`src/sv/bsp_pkg.sv`:
```
package bsp_pkg;

   // width of the row, column and size fields
   localparam int DIM_BITS = 17;

   typedef logic [DIM_BITS-1:0] dim_type;
   typedef logic [2:0]          kind_type;

   // result kinds
   localparam kind_type KIND_PIXEL     = 3'd0;
   localparam kind_type KIND_ACCEPT    = 3'd1;
   localparam kind_type KIND_BAD       = 3'd2;
   localparam kind_type KIND_PREMATURE = 3'd3;
   localparam kind_type KIND_COMPLETE  = 3'd4;

   // reset value of both size limits
   localparam dim_type LIMIT_RESET = DIM_BITS'(100000);

   // one result as delivered on the result channel
   typedef struct packed {
      kind_type     kind;
      logic [7:0]   red;
      logic [7:0]   green;
      logic [7:0]   blue;
      dim_type      pixel_row;
      dim_type      pixel_column;
      dim_type      image_width;
      dim_type      image_height;
      logic         last_of_run;
   } result_type;

   // up to two results produced by one byte
   typedef struct packed {
      logic [1:0]   count;
      result_type   first_res;
      result_type   second_res;
   } push_type;

   // result queue geometry
   localparam int RSP_DEPTH    = 4;
   localparam int RSP_PTR_BITS = $clog2(RSP_DEPTH);
   localparam int RSP_CNT_BITS = RSP_PTR_BITS + 1;

   typedef logic [RSP_PTR_BITS-1:0] rsp_ptr_type;
   typedef logic [RSP_CNT_BITS-1:0] rsp_cnt_type;

endpackage

```
`src/sv/bsp_parse_core.sv`:
```
module bsp_parse_core import bsp_pkg::*; (
   input  logic       clock,
   input  logic       reset,
   input  logic       fire,
   input  logic [7:0] data_byte,
   input  logic       first_byte,
   input  logic       last_byte,
   input  dim_type    max_columns,
   input  dim_type    max_rows,
   output push_type   push
);

   typedef enum logic [1:0] {
      MODE_IDLE,
      MODE_HEADER,
      MODE_PIXELS,
      MODE_PADDING
   } mode_type;

   // header byte positions
   localparam logic [5:0] HDR_SIG_M    = 6'd1;
   localparam logic [5:0] HDR_WIDTH_LO = 6'd18;
   localparam logic [5:0] HDR_WIDTH_HI = 6'd21;
   localparam logic [5:0] HDR_HGT_LO   = 6'd22;
   localparam logic [5:0] HDR_HGT_HI   = 6'd25;
   localparam logic [5:0] HDR_DEPTH_LO = 6'd28;
   localparam logic [5:0] HDR_DEPTH_HI = 6'd29;
   localparam logic [5:0] HDR_LAST     = 6'd53;

   localparam logic [7:0]  CHAR_B         = 8'h42;
   localparam logic [7:0]  CHAR_M         = 8'h4d;
   localparam logic [15:0] REQUIRED_DEPTH = 16'd24;

   mode_type    mode_ff, mode_in;
   logic [5:0]  hdr_idx_ff, hdr_idx_in;
   logic [31:0] width_word_ff, width_word_in;
   logic [31:0] height_word_ff, height_word_in;
   logic [15:0] depth_word_ff, depth_word_in;
   logic        sig_ok_ff, sig_ok_in;
   logic [7:0]  blue_ff, blue_in;
   logic [7:0]  green_ff, green_in;
   logic [1:0]  phase_ff, phase_in;
   dim_type     col_ff, col_in;
   dim_type     row_ff, row_in;
   logic [1:0]  pad_ff, pad_in;

   mode_type    cur_mode;
   result_type  res_v [2];
   logic [1:0]  cnt_v;
   logic        done_v;
   logic        ok_v;
   logic        row_end_v;
   logic [5:0]  offset_v;

   function automatic result_type mk_result(kind_type kind);
      result_type r;
      r      = '0;
      r.kind = kind;
      return r;
   endfunction

   // next state and results of one byte
   always_comb begin
      mode_in        = mode_ff;
      hdr_idx_in     = hdr_idx_ff;
      width_word_in  = width_word_ff;
      height_word_in = height_word_ff;
      depth_word_in  = depth_word_ff;
      sig_ok_in      = sig_ok_ff;
      blue_in        = blue_ff;
      green_in       = green_ff;
      phase_in       = phase_ff;
      col_in         = col_ff;
      row_in         = row_ff;
      pad_in         = pad_ff;
      res_v[0]       = '0;
      res_v[1]       = '0;
      cnt_v          = 2'd0;
      done_v         = 1'b0;
      ok_v           = 1'b0;
      row_end_v      = 1'b0;
      offset_v       = 6'd0;
      cur_mode       = mode_ff;

      if (fire) begin
         // first byte restarts the parse
         if (first_byte) begin
            cur_mode       = MODE_HEADER;
            mode_in        = MODE_HEADER;
            hdr_idx_in     = 6'd0;
            width_word_in  = '0;
            height_word_in = '0;
            depth_word_in  = '0;
            sig_ok_in      = 1'b0;
            blue_in        = '0;
            green_in       = '0;
            phase_in       = 2'd0;
            col_in         = '0;
            row_in         = '0;
            pad_in         = 2'd0;
         end

         unique case (cur_mode)
            MODE_HEADER: begin
               // signature and field capture
               if (hdr_idx_in == 6'd0) begin
                  sig_ok_in = (data_byte == CHAR_B);
               end else if (hdr_idx_in == HDR_SIG_M) begin
                  sig_ok_in = sig_ok_in && (data_byte == CHAR_M);
                  if (!sig_ok_in) begin
                     res_v[cnt_v[0]] = mk_result(KIND_BAD);
                     cnt_v           = cnt_v + 2'd1;
                     mode_in         = MODE_IDLE;
                     done_v          = 1'b1;
                  end
               end else if (hdr_idx_in >= HDR_WIDTH_LO && hdr_idx_in <= HDR_WIDTH_HI) begin
                  offset_v = hdr_idx_in - HDR_WIDTH_LO;
                  width_word_in[8*offset_v[1:0] +: 8] = data_byte;
               end else if (hdr_idx_in >= HDR_HGT_LO && hdr_idx_in <= HDR_HGT_HI) begin
                  offset_v = hdr_idx_in - HDR_HGT_LO;
                  height_word_in[8*offset_v[1:0] +: 8] = data_byte;
               end else if (hdr_idx_in >= HDR_DEPTH_LO && hdr_idx_in <= HDR_DEPTH_HI) begin
                  offset_v = hdr_idx_in - HDR_DEPTH_LO;
                  depth_word_in[8*offset_v[0] +: 8] = data_byte;
               end

               if (!done_v) begin
                  if (hdr_idx_in == HDR_LAST) begin
                     // header validation on its final byte
                     ok_v = (width_word_in != 32'd0)
                         && (width_word_in <= 32'(max_columns))
                         && (height_word_in != 32'd0)
                         && (height_word_in <= 32'(max_rows))
                         && (depth_word_in == REQUIRED_DEPTH);
                     if (!ok_v) begin
                        res_v[cnt_v[0]] = mk_result(KIND_BAD);
                        cnt_v           = cnt_v + 2'd1;
                        mode_in         = MODE_IDLE;
                     end else begin
                        res_v[cnt_v[0]]              = mk_result(KIND_ACCEPT);
                        res_v[cnt_v[0]].image_width  = width_word_in[DIM_BITS-1:0];
                        res_v[cnt_v[0]].image_height = height_word_in[DIM_BITS-1:0];
                        cnt_v    = cnt_v + 2'd1;
                        mode_in  = MODE_PIXELS;
                        phase_in = 2'd0;
                        col_in   = '0;
                        row_in   = '0;
                        pad_in   = 2'd0;
                        if (last_byte) begin
                           res_v[cnt_v[0]] = mk_result(KIND_PREMATURE);
                           cnt_v           = cnt_v + 2'd1;
                           mode_in         = MODE_IDLE;
                        end
                     end
                  end else if (last_byte) begin
                     res_v[cnt_v[0]] = mk_result(KIND_BAD);
                     cnt_v           = cnt_v + 2'd1;
                     mode_in         = MODE_IDLE;
                  end else begin
                     hdr_idx_in = hdr_idx_in + 6'd1;
                  end
               end
            end

            MODE_PIXELS, MODE_PADDING: begin
               if (cur_mode == MODE_PADDING) begin
                  // skip row padding
                  pad_in    = pad_in - 2'd1;
                  row_end_v = (pad_in == 2'd0);
               end else if (phase_in == 2'd0) begin
                  blue_in  = data_byte;
                  phase_in = 2'd1;
               end else if (phase_in == 2'd1) begin
                  green_in = data_byte;
                  phase_in = 2'd2;
               end else begin
                  // red byte completes a pixel
                  res_v[cnt_v[0]]              = mk_result(KIND_PIXEL);
                  res_v[cnt_v[0]].red          = data_byte;
                  res_v[cnt_v[0]].green        = green_in;
                  res_v[cnt_v[0]].blue         = blue_in;
                  res_v[cnt_v[0]].pixel_row    = row_in;
                  res_v[cnt_v[0]].pixel_column = col_in;
                  cnt_v    = cnt_v + 2'd1;
                  phase_in = 2'd0;
                  col_in   = col_in + dim_type'(1);
                  if (32'(col_in) == width_word_in) begin
                     pad_in = width_word_in[1:0];
                     if (pad_in == 2'd0) begin
                        row_end_v = 1'b1;
                     end else begin
                        mode_in = MODE_PADDING;
                     end
                  end
               end

               // end of row, and of the image on the last row
               if (row_end_v) begin
                  col_in = '0;
                  row_in = row_in + dim_type'(1);
                  if (32'(row_in) == height_word_in) begin
                     res_v[cnt_v[0]] = mk_result(KIND_COMPLETE);
                     cnt_v           = cnt_v + 2'd1;
                     mode_in         = MODE_IDLE;
                     done_v          = 1'b1;
                  end else begin
                     mode_in = MODE_PIXELS;
                  end
               end

               if (!done_v && last_byte) begin
                  res_v[cnt_v[0]] = mk_result(KIND_PREMATURE);
                  cnt_v           = cnt_v + 2'd1;
                  mode_in         = MODE_IDLE;
               end
            end

            default: begin
               // idle: byte ignored
            end
         endcase
      end

      // mark the final result of this byte
      if (cnt_v == 2'd1) begin
         res_v[0].last_of_run = 1'b1;
      end else if (cnt_v == 2'd2) begin
         res_v[1].last_of_run = 1'b1;
      end

      push.count      = cnt_v;
      push.first_res  = res_v[0];
      push.second_res = res_v[1];
   end

   // parse state
   always_ff @(posedge clock) begin
      if (reset) begin
         mode_ff        <= MODE_IDLE;
         hdr_idx_ff     <= 6'd0;
         width_word_ff  <= '0;
         height_word_ff <= '0;
         depth_word_ff  <= '0;
         sig_ok_ff      <= 1'b0;
         phase_ff       <= 2'd0;
         col_ff         <= '0;
         row_ff         <= '0;
         pad_ff         <= 2'd0;
      end else begin
         mode_ff        <= mode_in;
         hdr_idx_ff     <= hdr_idx_in;
         width_word_ff  <= width_word_in;
         height_word_ff <= height_word_in;
         depth_word_ff  <= depth_word_in;
         sig_ok_ff      <= sig_ok_in;
         phase_ff       <= phase_in;
         col_ff         <= col_in;
         row_ff         <= row_in;
         pad_ff         <= pad_in;
      end
   end

   // held pixel bytes
   always_ff @(posedge clock) begin
      blue_ff  <= blue_in;
      green_ff <= green_in;
   end

endmodule

```
`src/sv/bsp_rsp_fifo.sv`:
```
module bsp_rsp_fifo import bsp_pkg::*; (
   input  logic       clock,
   input  logic       reset,
   input  push_type   push,
   input  logic       take,
   output logic       out_valid,
   output result_type out_res,
   output logic       room
);

   result_type  rsp_buf_ff [RSP_DEPTH];
   rsp_ptr_type wr_ptr_ff, wr_ptr_in;
   rsp_ptr_type rd_ptr_ff, rd_ptr_in;
   rsp_cnt_type count_ff, count_in;
   logic        pop;

   // head of queue and free space for a two-result byte
   assign out_valid = (count_ff != '0);
   assign out_res   = rsp_buf_ff[rd_ptr_ff];
   assign pop       = out_valid && take;
   assign room      = (count_ff <= rsp_cnt_type'(RSP_DEPTH - 2));

   // pointer and fill update
   always_comb begin
      wr_ptr_in = wr_ptr_ff + rsp_ptr_type'(push.count);
      rd_ptr_in = rd_ptr_ff + rsp_ptr_type'(pop);
      count_in  = count_ff + rsp_cnt_type'(push.count) - rsp_cnt_type'(pop);
   end

   always_ff @(posedge clock) begin
      if (reset) begin
         wr_ptr_ff <= '0;
         rd_ptr_ff <= '0;
         count_ff  <= '0;
      end else begin
         wr_ptr_ff <= wr_ptr_in;
         rd_ptr_ff <= rd_ptr_in;
         count_ff  <= count_in;
      end
   end

   // result storage, two writes per cycle at most
   always_ff @(posedge clock) begin
      if (push.count != 2'd0) begin
         rsp_buf_ff[wr_ptr_ff] <= push.first_res;
      end
      if (push.count == 2'd2) begin
         rsp_buf_ff[wr_ptr_ff + rsp_ptr_type'(1)] <= push.second_res;
      end
   end

endmodule

```
`src/sv/bmp24_stream_parser.sv`:
```
// 24-bit BMP stream parser. File bytes enter one per transfer on req_, the
// first byte of each file marked by req_first_byte; results leave on rsp_
// as pixels (with row and column in file order), header accepted (with the
// parsed size), bad format, premature end or image complete. The block takes
// one byte per cycle while the result queue has room: a byte is parsed while
// it sits in the input register, and its results enter the four-entry result
// queue as it leaves that register. Most bytes give no result or one; a byte
// that gives two results writes both queue entries at once, and the input
// stalls only while the result queue has fewer than two free entries.
// Size limits are written through csr_ (index 0 width, index 1 height) and
// should be changed only between files.
module bmp24_stream_parser import bsp_pkg::*; (
   input  logic       clock,
   input  logic       reset,
   input  logic       req_valid,
   output logic       req_ready,
   input  logic [7:0] req_data_byte,
   input  logic       req_first_byte,
   input  logic       req_last_byte,
   output logic       rsp_valid,
   input  logic       rsp_ready,
   output kind_type   rsp_kind,
   output logic [7:0] rsp_red,
   output logic [7:0] rsp_green,
   output logic [7:0] rsp_blue,
   output dim_type    rsp_pixel_row,
   output dim_type    rsp_pixel_column,
   output dim_type    rsp_image_width,
   output dim_type    rsp_image_height,
   output logic       rsp_last_of_run,
   input  logic       csr_valid,
   output logic       csr_ready,
   input  logic       csr_index,
   input  dim_type    csr_wdata
);

   localparam logic CSR_MAX_COLUMNS = 1'b0;
   localparam logic CSR_MAX_ROWS    = 1'b1;

   logic       in_valid_ff, in_valid_in;
   logic [7:0] in_data_ff;
   logic       in_first_ff;
   logic       in_last_ff;
   dim_type    max_columns_ff, max_columns_in;
   dim_type    max_rows_ff, max_rows_in;
   logic       room;
   logic       fire;
   push_type   push;
   result_type head_res;

   // input register, parsed once the queue has room
   assign fire      = in_valid_ff && room;
   assign req_ready = !in_valid_ff || room;
   assign csr_ready = 1'b1;

   always_comb begin
      in_valid_in = in_valid_ff;
      if (req_valid && req_ready) begin
         in_valid_in = 1'b1;
      end else if (fire) begin
         in_valid_in = 1'b0;
      end
   end

   always_ff @(posedge clock) begin
      if (reset) begin
         in_valid_ff <= 1'b0;
      end else begin
         in_valid_ff <= in_valid_in;
      end
   end

   always_ff @(posedge clock) begin
      if (req_valid && req_ready) begin
         in_data_ff  <= req_data_byte;
         in_first_ff <= req_first_byte;
         in_last_ff  <= req_last_byte;
      end
   end

   // size limit registers
   always_comb begin
      max_columns_in = max_columns_ff;
      max_rows_in    = max_rows_ff;
      if (csr_valid && csr_ready) begin
         unique case (csr_index)
            CSR_MAX_COLUMNS: max_columns_in = csr_wdata;
            CSR_MAX_ROWS:    max_rows_in    = csr_wdata;
            default:         max_rows_in    = max_rows_ff;
         endcase
      end
   end

   always_ff @(posedge clock) begin
      if (reset) begin
         max_columns_ff <= LIMIT_RESET;
         max_rows_ff    <= LIMIT_RESET;
      end else begin
         max_columns_ff <= max_columns_in;
         max_rows_ff    <= max_rows_in;
      end
   end

   bsp_parse_core u_core (
      .clock       (clock),
      .reset       (reset),
      .fire        (fire),
      .data_byte   (in_data_ff),
      .first_byte  (in_first_ff),
      .last_byte   (in_last_ff),
      .max_columns (max_columns_ff),
      .max_rows    (max_rows_ff),
      .push        (push)
   );

   bsp_rsp_fifo u_fifo (
      .clock     (clock),
      .reset     (reset),
      .push      (push),
      .take      (rsp_ready),
      .out_valid (rsp_valid),
      .out_res   (head_res),
      .room      (room)
   );

   // result fields
   assign rsp_kind         = head_res.kind;
   assign rsp_red          = head_res.red;
   assign rsp_green        = head_res.green;
   assign rsp_blue         = head_res.blue;
   assign rsp_pixel_row    = head_res.pixel_row;
   assign rsp_pixel_column = head_res.pixel_column;
   assign rsp_image_width  = head_res.image_width;
   assign rsp_image_height = head_res.image_height;
   assign rsp_last_of_run  = head_res.last_of_run;

   // results only come from a parsed byte
   a_push_needs_fire: assert property (@(posedge clock) disable iff (reset)
      (push.count != 2'd0) |-> fire)
      else $error("results pushed without a parsed byte");

   // a waiting byte is held while the queue is short of room
   a_hold_when_full: assert property (@(posedge clock) disable iff (reset)
      (in_valid_ff && !room) |=> in_valid_ff)
      else $error("input byte dropped while queue full");

   // with two results only the second ends the run
   a_two_result_mark: assert property (@(posedge clock) disable iff (reset)
      (push.count == 2'd2) |->
         (!push.first_res.last_of_run && push.second_res.last_of_run))
      else $error("wrong end-of-run mark on a two-result byte");

endmodule

```
`config.mk`:
```
export PLATFORM = sky130hd
export DESIGN_NAME = bmp24_stream_parser
export DESIGN_NICKNAME = d
export VERILOG_FILES = /design/src/sv/bsp_pkg.sv /design/src/sv/bsp_parse_core.sv /design/src/sv/bsp_rsp_fifo.sv /design/src/sv/bmp24_stream_parser.sv
export SDC_FILE = /design/constraint.sdc
export NUM_CORES = 1
export LEC_CHECK = 0
export BUFFER_PORTS_ARGS = -buffer_cell sky130_fd_sc_hd__buf_2
export CAP_MARGIN = 10
export CORE_UTILIZATION = 50
export CTS_BUF_LIST = sky130_fd_sc_hd__clkbuf_8
export DETAILED_ROUTE_END_ITERATION = 7
export PLACE_DENSITY = 0.66
export SLEW_MARGIN = 20
export SYNTH_ARGS = -nofsm -noshare
export SYNTH_HDL_FRONTEND = slang
export SYNTH_SLANG_ARGS = --single-unit
```
`constraint.sdc`:
```
create_clock -name clock -period 16.6 [get_ports clock]
set_clock_uncertainty 0.05 [all_clocks]
set_input_delay 2.49 -clock clock [delete_from_list [all_inputs] [get_ports clock]]
set_output_delay 2.49 -clock clock [all_outputs]
set_load 0.005 [all_outputs]
```
; After elaboration in Yosys (flattened, before gate mapping)
; Memory sizes are Yosys's and may differ from the RTL's. A register that Yosys moved wholly into a read port is not among the register bits.
; Index checks and enable logic that the tools add are counted.
[totals]
regBits = 195
mem_bits_rw = 384
n_memories = 1
out_inout_bits = 99
input_bits = 33
[classes]
n_bitwise = 20
add_sub_neg = 19
reduce_logical = 31
n_eq_ne = 13
mux = 189
order_cmp = 17
n_shift = 6
[mem_list]
columns = name, words, width, read_ports, rd_ports_with_merged_regs, wr, line
row1 = u_fifo.rsp_buf_ff, 4, 96, 1, 1, 2, bsp_rsp_fifo.sv:11  ; result_type rsp_buf_ff [RSP_DEPTH];
[ops]
columns = cell, n
row1 = 192-bit 2-to-1 mux, 11
row2 = 96-bit 2-to-1 mux, 12
row3 = 96-bit demux with 1-bit select, 6
row4 = 190-bit bitwise AND, 3
row5 = 190-bit NOT, 3
row6 = 32-bit 2-to-1 mux, 17
row7 = 192-bit bitwise mux, 2
row8 = 192-bit case mux with 2 select lines, 1
row9 = 188-bit bitwise AND, 2
row10 = 188-bit NOT, 2
row11 = 17-bit 2-to-1 mux, 15
row12 = 16-bit 2-to-1 mux, 10
row13 = 2-bit 2-to-1 mux, 55
row14 = 95-bit 2-to-1 mux, 1
row15 = 93-bit 2-to-1 mux, 1
row16 = 8-bit 2-to-1 mux, 9
row17 = 5-bit negation with 34-bit output, 2
row18 = 17-bit case mux with 2 select lines, 2
row19 = 8-bit by 34-bit variable shift with 32-bit output (first input constant), 2
row20 = 8-bit by 34-bit indexed part select with 32-bit output, 2
row21 = 32-bit bitwise mux, 2
row22 = 17-bit by 32-bit equality test with 1-bit output, 2
row23 = 32-bit by 17-bit <= comparator with 1-bit output, 2
row24 = 32-bit nonzero test, 2
row25 = 43 further kinds, 129

; Logic depth before layout (Yosys ltp)
[logic_depth]
ltp_word = 27
depth_mapped = 33

; Hierarchy
; Synthesis repeated with hierarchy kept, for this count alone.
[unflattened]
hier_cells = 2657
area_unflattened_um2 = 32008.2
[modules_own_cells]
columns = module, area_per_inst_um2, cells_each, seq_area_each_um2, instances
row1 = bsp_rsp_fifo, 18869.3, 974, 11671.2, 1
row2 = bsp_parse_core, 11414.7, 1536, 3022.9, 1
row3 = bmp24_stream_parser, 1724.2, 147, 1001.0, 1

; Worst setup path after synthesis
; Ideal clock, no wire load.
[synth_path]
path_type = flip-flop to flip-flop
from = register in_first_ff
to = memory u_fifo.rsp_buf_ff[2][0] (netlist bit) (enable)
period_less_slack_ps = 13801
stages_incl_launch_ff = 28
slack_ps = 2799
t_required_ps = 15867
setup_time_ps = 683
arrival_ps = 13068
path_cell_list = edfxtp_1 -> clkbuf_1 -> inv_1 -> clkbuf_1 -> clkbuf_1 -> clkbuf_1 -> buf_1 -> nand2_1 -> ha_1 -> nor2_1 -> nor4_2 -> o2111ai_1 -> clkbuf_1 -> nor2_1 -> a31oi_1 -> inv_1 -> ha_1 -> nand4_1 -> or4_1 -> o32ai_1 -> a31oi_1 -> nor4_2 -> nand4_1 -> or3_1 -> nand4_2 -> buf_2 -> nor2_1 -> o21ai_0
[synth_rtl]
columns = item, line
row1 = from (decl), bmp24_stream_parser.sv:42  ; logic in_first_ff;
row2 = from (signal assigned), bmp24_stream_parser.sv:76  ; in_first_ff <= req_first_byte;
row3 = to (decl), bsp_rsp_fifo.sv:11

==> reports/results.ini <==
[status]
outcome = finished clean

[yosys]
ys_seq_area_share_pct = 54.44
syn-cell-area_um2 = 28830
yosysMostFrequentCell = edfxtp_1
yosys_warnings = 0
avgSynthCellArea_um2 = 10.98
synth_cell_types = 94
synth_top_area_share_pct = 42.70
synth-main-ff-cell = edfxtp_1
ys_ff_latch = 579
synth_edf_count = 410
synth_common_cells = edfxtp_1 (410), nor2_1 (322), nand2_1 (204)
ys_top_cells_by_area = edfxtp_1 (43%), dfxtp_1 (12%), mux4_2 (7.5%), nor2_1 (4.2%), and2_1 (4.1%)
syn_nets = 2716
syn_inst = 2625
ys_async_sr_fraction_pct = 0
yosysTopAreaCell = edfxtp_1

[cts]
clockBufferDepth = 3
cts_tree = yes
cts_buffers = 95
postCtsSetupBuffers = 0
clockRootBuffer = clkbuf_8
cts_resized = 0
clk_latency_ns = 0.72
cts.sinks = 579
clk_pin_slew_ns = 0.06
cts-htree-levels = 3
hold_buffers = 0

[timing]
rsz0062_at_grt = no
fmax_ghz = 0.1008
slew_viol_final = 0
setup_viol = 0
finalCriticalPeriod_ns = 9.922
tns_ns = 0
final.period_utilization_pct = 59.77
hold_viol = 0
worst_pin_slew_ns = 1.173
relSlewSlack_pct = 21.82

[power]
irDropWorstVdd_mv = 0.08018
powerDensity_nw_per_um2 = 109.1
leakage_nw = 11.54

[detailed_routing]
via_per_inst = 6.122
vias = 21667
firstDrtPassIters = 6
drc = 0
ant_nets = 0
top_layer = met5
drtIter0Drc = 2062
met1Wirelength_mm = 35.90
wl_per_cell_um = 24.00
route.met2.wl_mm = 39.36
drt_wl_total_mm = 84.93
met3_length_mm = 6.825

[critical_path]
path_buf_inv = 8
cp-end-kind = flop
crit_top_cell = buf_4
crit_path_max_incr_delay_ns = 0.77
path_class = reg2reg
rrSetupSlack_ns = 6.68
worst-path-max-fanout = 56
required_ns = 16.85
path_delay_family = buffers and inverters
arrival_ns = 10.17
cp-start-kind = flop
cp_slowest_cell = buf_4

[global_route]
antenna_found_initial = 3
grt_max_degree = 80
grt_pass1_vias = 21318
grt_pass1_wl_mm = 129.2
gr-total-overflow = 0
gr-usage-all-layers_pct = 28.90

[die]
die_area_um2 = 58620
die_w_um = 242.1
die_h_um = 242.1
io_pins = 132
start_util_pct = 50.84
rows = 87
core_um2 = 56710

[layout]
finalNonFillerCells = 3539
final_util_pct = 56.40
drive_above_1_share_pct = 16.61
nets = 2790
area_growth_pct = 10.95

[place]
portBuffers = 130
dp.cells = 3358
place_congestion = 0.9391
dp_hpwl_mm = 55.93

[run]
max_cap_violations = 0

[worst_hold_path]
hp-class = reg2reg

==> cell families (layout without fill, tap and decap cells) <==
family	after synthesis	in the layout	share of synthesized area (%)
adder cells (fa/ha/maj)	58	58	2.543
AND/OR/NAND/NOR	1098	1098	19.11
multiplexers	122	122	8.445
buffers and inverters	297	454	4.080
other	1	2	0.01301
AO/OA/AOI/OAI	419	419	9.821
flip-flops	579	579	54.44
XOR/XNOR	51	51	1.549
==> final timing paths <==
path / start / end / cells past startpoint
setup / recovery: in_first_ff / u_fifo.rsp_buf_ff[0][42] / 25
hold reg to reg: max_columns_ff[11] / max_columns_ff[11] / 2
hold / removal: max_columns_ff[11] / max_columns_ff[11] / 2
setup reg to reg: in_first_ff / u_fifo.rsp_buf_ff[0][42] / 25
==> stage by stage <==
stage | worst slack (ns) | hold slack (ns) | power [mW] | instance area, µm²
6_report | 6.678 | 0.4102 | 3.491 | 31990
2_1_floorplan | 2.799 | 0.3863 | 2.028 | 28830
4_1_cts | 6.718 | 0.4117 | 3.516 | 31970
3_3_place_gp | 6.976 | 0.3940 | 2.254 | 30030
5_1_grt | 6.033 | 0.4348 | 3.624 | 31990
3_5_place_dp | 6.795 | 0.4023 | 2.257 | 30030
==> metal layers <==
| layer | up-vias | GRT usage [%] |
|---|---|---|
| met2 | 950 | 45.27 |
| met4 | 2 | 11.24 |
| met5 | - | 0 |
| li1 | 9819 | - |
| met3 | 165 | 4.996 |
| met1 | 10731 | 40.19 |
==> layout by cell type, fill, tap and decap left out, types with 8 or more instances in the layout <==
cell type / Yosys / layout
buf_4: 8 / 44
or3_1: 13 / 13
nand2b_1: 15 / 15
o21ai_0: 78 / 76
xnor2_1: 38 / 38
o31ai_1: 8 / 8
and2_1: 189 / 189
nor3_1: 128 / 128
dfxtp_1: 169 / 167
a21oi_1: 82 / 82
nand3_1: 61 / 61
edfxtp_1: 410 / 410
nor4_1: 28 / 27
mux2_2: 9 / 9
a211oi_1: 42 / 42
nor2_1: 322 / 319
nand3b_1: 10 / 10
mux2i_1: 16 / 16
o2111ai_1: 11 / 10
and3_1: 15 / 15
clkinv_1: 1 / 12
buf_2: 25 / 129
mux4_2: 96 / 96
a31oi_1: 41 / 41
o211ai_1: 18 / 18
a21o_1: 8 / 8
inv_1: 99 / 130
nor2b_1: 22 / 22
clkinv_2: 0 / 15
xor2_1: 13 / 13
nand4_1: 29 / 29
nand2_1: 204 / 204
a22oi_1: 39 / 39
ha_1: 57 / 57
clkbuf_8: 0 / 112
or4_1: 12 / 12
==> registers in the layout, summed over array words and instances (netlist names), 2 cells and up <==
| signal | cells |
|---|---|
| u_core.depth_word_ff | 16 |
| max_rows_ff | 17 |
| u_core.blue_ff | 8 |
| u_core.pad_ff | 2 |
| u_fifo.count_ff | 3 |
| u_core.col_ff | 17 |
| u_fifo.wr_ptr_ff | 2 |
| u_core.hdr_idx_ff | 6 |
| u_core.phase_ff | 2 |
| u_fifo.rsp_buf_ff | 384 |
| max_columns_ff | 17 |
| u_core.width_word_ff | 32 |
| u_fifo.rd_ptr_ff | 2 |
| u_core.mode_ff | 2 |
| in_data_ff | 8 |
| u_core.row_ff | 17 |
| u_core.height_word_ff | 32 |
| u_core.green_ff | 8 |
==> power by group <==
| group | switching (mW) | leakage (nW) | internal [mW] |
|---|---|---|---|
| combinational | 0.316 | 5.11 | 0.272 |
| sequential | 0.0593 | 5.30 | 1.57 |
| clock | 0.601 | 1.13 | 0.669 |
==> worst reg2reg max path: cells and delay by family, from the launching register on <==
| family | cells | cell delay (ns) |
|---|---|---|
| AOI/OAI and AO/OA | 7 | 1.92 |
| adders and majority gates | 2 | 0.63 |
| buffers and inverters | 8 | 3.54 |
| DFF | 1 | 0.32 |
| and+or+nand+nor | 8 | 2.97 |
==> layout make-up <==
cell class / instances / area (µm²)
Fill cell: 4850 / 24730
Timing Repair Buffer: 173 / 975.9
Tap cell: 756 / 945.9
Multi-Input combinational cell: 1749 / 12040
Clock inverter: 68 / 405.4
Sequential cell: 579 / 15700
Inverter: 101 / 379.1
Antenna cell: 1 / 2.502
Clock buffer: 112 / 1541
No activity file was read; power rests on OpenSTA's default activity.
